`src/hdl/assert_macros.svh`:
```
// Assertion macros used by the top level of the hue key pipeline to check it.
`ifndef ASSERT_MACROS_SVH
`define ASSERT_MACROS_SVH

// Same-cycle implication, sampled on aclk and switched off while aresetn is low.
`define ASSERT_IMPL(lbl, ante, cons) \
    lbl: assert property (@(posedge aclk) disable iff (!aresetn) (ante) |-> (cons)) \
        else $error("implication check failed");

// Next-cycle implication, sampled on aclk and switched off while aresetn is low.
`define ASSERT_NEXT(lbl, ante, cons) \
    lbl: assert property (@(posedge aclk) disable iff (!aresetn) (ante) |=> (cons)) \
        else $error("next-cycle check failed");

`endif

```
`src/hdl/hcka_pkg.sv`:
```
// Types and constants of the hue chroma key pipeline.
`timescale 1ns / 1ps

package hcka_pkg;

    localparam int CH_W      = 8;
    localparam int HUE_W     = 9;
    localparam int DIFF_W    = CH_W + 1;
    localparam int PROD_W    = 17;
    localparam int NUM_W     = PROD_W + 2;
    localparam int CFG_IDX_W = 1;
    localparam int CFG_W     = HUE_W;
    localparam int S_DATA_W  = 24;
    localparam int M_DATA_W  = 32;

    localparam logic [CFG_IDX_W-1:0] REG_HUE_LOW  = 1'b0;
    localparam logic [CFG_IDX_W-1:0] REG_HUE_HIGH = 1'b1;

    localparam logic [HUE_W-1:0] HUE_LOW_RST  = 9'd131;
    localparam logic [HUE_W-1:0] HUE_HIGH_RST = 9'd145;

    localparam logic [CH_W-1:0] ALPHA_KEYED  = 8'd0;
    localparam logic [CH_W-1:0] ALPHA_OPAQUE = 8'd255;

    // Which channel holds the maximum; red wins ties, then green.
    typedef enum logic [1:0] {
        SEC_RED   = 2'b00,
        SEC_GREEN = 2'b01,
        SEC_BLUE  = 2'b10
    } sector_t;

    typedef struct packed {
        sector_t                   sector;
        logic [CH_W-1:0]           delta;
        logic signed [DIFF_W-1:0]  diff;
    } sector_info_t;

endpackage

```
`src/hdl/hue_chroma_key_alpha_unit.sv`:
```
// Top level of the hue chroma key: four-stage pipeline from RGB pixel to keyed RGBA.
//
//  Channel | Direction | Ports                                 | Contents
//  s_      | in        | s_tvalid, s_tready, s_tdata[23:0]     | red, green, blue
//  m_      | out       | m_tvalid, m_tready, m_tdata[31:0]     | red, green, blue, alpha
//  cfg_    | in        | cfg_wr_en, cfg_index, cfg_wdata[8:0]  | hue_low, hue_high
//
// One pixel is taken every cycle while the output is not stalled; each result passes through
// the four register stages (sector, products, wrap, compare).
// Reset (aresetn low at a clock edge) empties the pipeline and loads the bounds 131 and 145.
// Each stage holds its item only while the stage after it is full and stalled, so bubbles
// are squeezed out and s_tready falls only when all four stages are occupied.
`timescale 1ns / 1ps
`include "assert_macros.svh"

module hue_chroma_key_alpha_unit (
    input  logic                               aclk,
    input  logic                               aresetn,
    input  logic                               s_tvalid,
    output logic                               s_tready,
    input  logic [hcka_pkg::S_DATA_W-1:0]      s_tdata,   // red, green, blue
    output logic                               m_tvalid,
    input  logic                               m_tready,
    output logic [hcka_pkg::M_DATA_W-1:0]      m_tdata,   // red, green, blue, alpha
    input  logic                               cfg_wr_en,
    input  logic [hcka_pkg::CFG_IDX_W-1:0]     cfg_index,
    input  logic [hcka_pkg::CFG_W-1:0]         cfg_wdata
);
    import hcka_pkg::*;

    logic [HUE_W-1:0] hue_low_reg;
    logic [HUE_W-1:0] hue_high_reg;

    // Stage enables, from the output back to the input.
    logic en1, en2, en3, en4;
    logic v1_reg, v2_reg, v3_reg;

    sector_info_t     sec_info;
    sector_info_t     s1_info_reg;
    logic [S_DATA_W-1:0] s1_rgb_reg;
    logic [S_DATA_W-1:0] s2_rgb_reg;
    logic [S_DATA_W-1:0] s3_rgb_reg;

    logic [PROD_W-1:0]       d17;
    logic [PROD_W-1:0]       base_next;
    logic signed [NUM_W-1:0] diff_ext;
    logic signed [NUM_W-1:0] diff60;
    logic signed [NUM_W-1:0] num_next;
    logic [PROD_W-1:0]       d360_next;
    logic [PROD_W-1:0]       lowd_next;
    logic [PROD_W-1:0]       highd_next;

    logic signed [NUM_W-1:0] s2_num_reg;
    logic [PROD_W-1:0]       s2_d360_reg;
    logic [PROD_W-1:0]       s2_lowd_reg;
    logic [PROD_W-1:0]       s2_highd_reg;

    logic signed [NUM_W-1:0] wrap_sum;
    logic [PROD_W-1:0]       hue_num_next;
    logic [PROD_W-1:0]       s3_num_reg;
    logic [PROD_W-1:0]       s3_lowd_reg;
    logic [PROD_W-1:0]       s3_highd_reg;

    logic [CH_W-1:0] alpha_next;

    logic [CH_W-1:0] out_alpha;
    logic            out_grey;

    assign en4      = !m_tvalid || m_tready;
    assign en3      = !v3_reg || en4;
    assign en2      = !v2_reg || en3;
    assign en1      = !v1_reg || en2;
    assign s_tready = en1;

    always_ff @(posedge aclk) begin
        if (!aresetn) begin
            hue_low_reg  <= HUE_LOW_RST;
            hue_high_reg <= HUE_HIGH_RST;
        end else if (cfg_wr_en) begin
            unique case (cfg_index)
                REG_HUE_LOW:  hue_low_reg  <= cfg_wdata;
                REG_HUE_HIGH: hue_high_reg <= cfg_wdata;
                default: ;
            endcase
        end
    end

    always_ff @(posedge aclk) begin
        if (!aresetn) begin
            v1_reg   <= 1'b0;
            v2_reg   <= 1'b0;
            v3_reg   <= 1'b0;
            m_tvalid <= 1'b0;
        end else begin
            if (en1) v1_reg   <= s_tvalid;
            if (en2) v2_reg   <= v1_reg;
            if (en3) v3_reg   <= v2_reg;
            if (en4) m_tvalid <= v3_reg;
        end
    end

    // Stage 1: sector and delta.
    hcka_sector u_sector (
        .red   (s_tdata[7:0]),
        .green (s_tdata[15:8]),
        .blue  (s_tdata[23:16]),
        .info  (sec_info)
    );

    always_ff @(posedge aclk) begin
        if (en1) begin
            s1_info_reg <= sec_info;
            s1_rgb_reg  <= s_tdata;
        end
    end

    // Stage 2: hue scaled by delta, before the wrap, and both bounds scaled by delta.
    assign d17      = {{(PROD_W-CH_W){1'b0}}, s1_info_reg.delta};
    assign diff_ext = {{(NUM_W-DIFF_W){s1_info_reg.diff[DIFF_W-1]}}, s1_info_reg.diff};
    assign diff60   = (diff_ext <<< 6) - (diff_ext <<< 2);

    always_comb begin
        unique case (s1_info_reg.sector)
            SEC_RED:   base_next = '0;
            SEC_GREEN: base_next = (d17 << 7) - (d17 << 3);
            SEC_BLUE:  base_next = (d17 << 8) - (d17 << 4);
            default:   base_next = '0;
        endcase
    end

    assign num_next   = $signed({2'b00, base_next}) + diff60;
    assign d360_next  = (d17 << 8) + (d17 << 6) + (d17 << 5) + (d17 << 3);
    assign lowd_next  = {{(PROD_W-HUE_W){1'b0}}, hue_low_reg} * d17;
    assign highd_next = {{(PROD_W-HUE_W){1'b0}}, hue_high_reg} * d17;

    always_ff @(posedge aclk) begin
        if (en2) begin
            s2_num_reg   <= num_next;
            s2_d360_reg  <= d360_next;
            s2_lowd_reg  <= lowd_next;
            s2_highd_reg <= highd_next;
            s2_rgb_reg   <= s1_rgb_reg;
        end
    end

    // Stage 3: a negative hue has a full turn added, which leaves it non-negative.
    assign wrap_sum     = s2_num_reg + $signed({2'b00, s2_d360_reg});
    assign hue_num_next = s2_num_reg[NUM_W-1] ? wrap_sum[PROD_W-1:0]
                                              : s2_num_reg[PROD_W-1:0];

    always_ff @(posedge aclk) begin
        if (en3) begin
            s3_num_reg   <= hue_num_next;
            s3_lowd_reg  <= s2_lowd_reg;
            s3_highd_reg <= s2_highd_reg;
            s3_rgb_reg   <= s2_rgb_reg;
        end
    end

    // Stage 4: strict range test, then the output register.
    assign alpha_next = (s3_num_reg > s3_lowd_reg && s3_num_reg < s3_highd_reg) ?
                        ALPHA_KEYED : ALPHA_OPAQUE;

    always_ff @(posedge aclk) begin
        if (en4) begin
            m_tdata <= {alpha_next, s3_rgb_reg};
        end
    end

    assign out_alpha = m_tdata[31:24];
    assign out_grey  = (m_tdata[7:0] == m_tdata[15:8]) && (m_tdata[15:8] == m_tdata[23:16]);

    `ASSERT_IMPL(a_full_when_blocked, !s_tready, v1_reg && v2_reg && v3_reg && m_tvalid)
    `ASSERT_NEXT(a_transfer_enters, s_tvalid && s_tready, v1_reg)
    `ASSERT_IMPL(a_alpha_code, m_tvalid, out_alpha == ALPHA_KEYED || out_alpha == ALPHA_OPAQUE)
    `ASSERT_IMPL(a_grey_opaque, m_tvalid && out_grey, out_alpha == ALPHA_OPAQUE)

endmodule

```
`src/hdl/hcka_sector.sv`:
```
// Maximum, minimum, delta, sector and channel difference of one RGB pixel.
`timescale 1ns / 1ps

module hcka_sector (
    input  logic [hcka_pkg::CH_W-1:0] red,
    input  logic [hcka_pkg::CH_W-1:0] green,
    input  logic [hcka_pkg::CH_W-1:0] blue,
    output hcka_pkg::sector_info_t    info
);
    import hcka_pkg::*;

    logic [CH_W-1:0]          ch_max;
    logic [CH_W-1:0]          ch_min;
    logic signed [DIFF_W-1:0] r_s;
    logic signed [DIFF_W-1:0] g_s;
    logic signed [DIFF_W-1:0] b_s;

    assign r_s = $signed({1'b0, red});
    assign g_s = $signed({1'b0, green});
    assign b_s = $signed({1'b0, blue});

    always_comb begin
        ch_max = red;
        ch_min = red;
        if (green > ch_max) ch_max = green;
        if (blue > ch_max) ch_max = blue;
        if (green < ch_min) ch_min = green;
        if (blue < ch_min) ch_min = blue;

        info.delta = ch_max - ch_min;
        priority if (red >= green && red >= blue) begin
            info.sector = SEC_RED;
            info.diff   = g_s - b_s;
        end else if (green >= blue) begin
            info.sector = SEC_GREEN;
            info.diff   = b_s - r_s;
        end else begin
            info.sector = SEC_BLUE;
            info.diff   = r_s - g_s;
        end
    end

endmodule

```
`config.mk`:
```
export PLATFORM = sky130hd
export DESIGN_NAME = hue_chroma_key_alpha_unit
export DESIGN_NICKNAME = d
export VERILOG_FILES = /design/src/hdl/hcka_pkg.sv /design/src/hdl/hue_chroma_key_alpha_unit.sv /design/src/hdl/hcka_sector.sv
export VERILOG_INCLUDE_DIRS = /design/src /design/src/hdl
export SDC_FILE = /design/constraint.sdc
export NUM_CORES = 1
export LEC_CHECK = 0
export ABC_AREA = 1
export BUFFER_PORTS_ARGS = -buffer_cell sky130_fd_sc_hd__buf_4
export CORE_MARGIN = 1.5
export CORE_UTILIZATION = 55
export CTS_CLUSTER_DIAMETER = 40
export DETAILED_ROUTE_END_ITERATION = 10
export HOLD_SLACK_MARGIN = 0.1
export MAX_ROUTING_LAYER = met4
export PLACE_DENSITY_LB_ADDON = 0.25
export SLEW_MARGIN = 20
export SYNTH_ARGS = -nofsm -noshare
export SYNTH_HDL_FRONTEND = slang
export SYNTH_SLANG_ARGS = --single-unit
```
`constraint.sdc`:
```
create_clock -name aclk -period 5 [get_ports aclk]
set_input_delay 0.75 -clock aclk [delete_from_list [all_inputs] [get_ports aclk]]
set_output_delay 0.75 -clock aclk [all_outputs]
set_load 0.1 [all_outputs]
```
==> run_results.csv <==
group,metric,value,unit
setup_path,cp-start-kind,"flop",
setup_path,worstReg2RegEnd,"s2_highd_reg[15]",
sta,period_share,94.63,%
sta,worst_pin_slew,1.024,ns
floorplan,core_area,31880,µm²
min_path,hold-path-cell-count,0,
setup_path,rrSetupSlack,0.27,ns
global_routing,antenna_found_initial,0,
global_routing,grt_pass1_wl,61780,µm
global_routing,track_usage,23.91,%
sta,slew_violations,0,
setup_path,path_max_fanout,16,
layout,multi_input_area,9045,µm²
logic_synthesis,async_reset_ff_share,0,%
logic_synthesis,ys_seq_area_share,40.75,%
min_path,hp-start,"s1_rgb_reg[19]",
drt,ant_nets,0,
sta,skew,0.02271,ns
sta,rsz0062_at_grt,"false",
drt,vias,12430,
setup_path,cp.required,5.31,ns
logic_synthesis,ys_seq_elements,251,
clocking,htree_levels,2,
setup_path,worstReg2RegStart,"d17[4]",
layout,filler_cell_count,2561,
clocking,tritoncts,"yes",
layout,area_growth,14.05,%
logic_synthesis,syn_area_per_cell,9.834,µm²
layout,antenna_cells,0,
clocking,hold_buffers,0,
status,status,"finished, final reports clean",
sta,min_period,4.732,ns
drt,post-route-drc-count,0,
logic_synthesis,synth_cell_types,44,
setup_path,crit_start,"d17[4]",
drt,drtPass1Iterations,5,
layout,final-seq-area,7317,µm²
logic_synthesis,syn-cell-area,17960,µm²
placed_design,dp_hpwl,27760,µm
drt,drt_iter0_drc,752,
clocking,clock_path_buffers,3,
setup_path,arrival,5.04,ns
min_path,holdPathEnd,"s2_rgb_reg[19]",
layout,top_register,"m_tdata",
logic_synthesis,yosys_warnings,0,
placed_design,dpl_worst_slack,-0.04054,ns
floorplan,fp-row-count,65,
layout,fin_nets,2287,
global_routing,grt_overflow,0,
floorplan,die_area,33740,µm²
layout,largest_register_ffs,25,
global_routing,grt_pass1_vias,12560,
setup_path,reg2regPathDepth,21,
floorplan,die-height,183.7,µm
global_routing,grt_max_degree,75,
sta,fmax,0.2113,GHz
floorplan,die_w,183.7,µm
clocking,cts_sinks,251,
drt,post_drt_wl_per_cell,15.40,µm
floorplan,ioPinCount,73,
min_path,hold_class,"reg2reg",
run,max_cap_viol_count,0,
sta,setup_violations,0,
floorplan,initial_core_util,56.32,%
clocking,numCtsBuffers,38,
drt,vias_per_cell,5.200,
clocking,clk_pin_slew,0.06,ns
logic_synthesis,synth_edf_count,229,
logic_synthesis,synthCells,1826,
clocking,clkLatencyLatePin,0.53,ns
placed_design,io_buffer_count,72,
sta,relSlewSlack,31.73,%
layout,drive_gt1_share,11.09,%
placed_design,place_congestion,0.9206,
drt,wirelength,36830,µm
logic_synthesis,synth-main-ff-cell,"edfxtp_1",
setup_path,end_kind,"flop",
clocking,cts_root_buffer,"clkbuf_16",
sta,hold_viol,0,
sta,setup_ws,0.2683,ns
logic_synthesis,syn-num-nets,2183,
setup_path,path_class,"reg2reg",
cell usage after synthesis (9+ instances only):
cell type,count,area share [%]
a21oi_1,96,2.7
a31oi_1,13,0.45
clkbuf_1,34,0.71
dfxtp_1,22,2.5
edfxtp_1,229,38
fa_1,108,12
ha_1,210,15
inv_1,360,7.5
nand2_1,348,7.3
nand3_1,42,1.2
nand4_1,11,0.38
nor2_1,67,1.4
nor3_1,10,0.28
o21ai_0,85,2.4
o21bai_1,9,0.38
o22ai_1,14,0.49
xnor2_1,21,1.0
xor2_1,63,3.1
cell families after synthesis:
family	count (synthesis)	share of synthesized area [%]
AO/OA/AOI/OAI	252	7.881
XOR/XNOR	84	4.097
adder cells (fa/ha/maj)	318	26.67
buffers and inverters	417	8.940
flip-flops	251	40.75
multiplexers	3	0.1672
AND/OR/NAND/NOR	501	11.49
critical path, stage by stage (launching register included):
cell and delay (ns):
edfxtp_1 0.43, buf_12 0.18, nand2_1 0.06, inv_1 0.06, fa_1 0.45, fa_1 0.54
inv_1 0.05, fa_1 0.47, fa_1 0.54, inv_1 0.04, ha_1 0.34, inv_1 0.07
o21bai_1 0.14, a31oi_1 0.08, o21bai_1 0.24, a21oi_1 0.10, o21bai_1 0.20, nand2_1 0.08
nand2_1 0.06, nand2_1 0.04, nand2_1 0.07, xor2_1 0.27
worst max path at each step:
| stage | endpoint | cells past startpoint |
|---|---|---|
| floorplan | s_tready | 7 |
| global placement | d17[7] | 32 |
| detailed placement | d17[7] | 32 |
| CTS | s2_lowd_reg[16] | 19 |
| global route | d17[7] | 32 |
| finish | s2_highd_reg[15] | 21 |
metal layers:
layer,global-route usage (%),part of all wire [%],vias up
met5,-,0,-
met3,3.090,5.0,73
li1,-,-,6157
met1,33.04,48,5914
met2,37.21,45,290
met4,6.918,2.3,0
cell type report:
class / count / share of cell area [%]
clock inverter: 27 / 1.503
sequential: 251 / 35.73
inverter: 364 / 6.690
tap: 435 / 2.658
clock buffer: 39 / 4.662
timing repair buffer: 117 / 4.594
multi-input combinational: 1158 / 44.17
repair_timing:
item	in CTS	in global routing
gates resized for setup	0	3
setup buffers	0	11
setup endpoints to repair	0	7
cells in the final DEF, fill, tap and decap left out, drive strengths merged, types with 4 or more instances in the layout:
master and instances:
a211oi 5, clkbuf 39, xor2 63, o22ai 14
a31oi 13, nand2 358, o21bai 9, nand3 44
a21o 5, a21oi 96, ha 210, nor2 68
or2 8, nand4 11, o21a 4, o21ai 94
dfxtp 22, inv 377, xnor2 21, fa 108
buf 117, clkinv 10, nor3 10, edfxtp 229
stage by stage:
stage	area [µm²]	hold WS (ns)	TNS [ns]	util, %	instances
2_1_floorplan	17970	0.4003	-0.006573	-	1826
3_3_place_gp	19090	0.4005	0	59.89	2314
3_5_place_dp	19090	0.4045	-0.04054	59.89	2314
4_1_cts	20360	0.3983	0	63.85	2380
5_1_grt	20480	0.4029	0	64.24	2391
6_report	20480	0.4124	0	64.24	2391
Power is not shown: default switching activity piles up to over one toggle a cycle in this logic, so the estimate is an artifact.
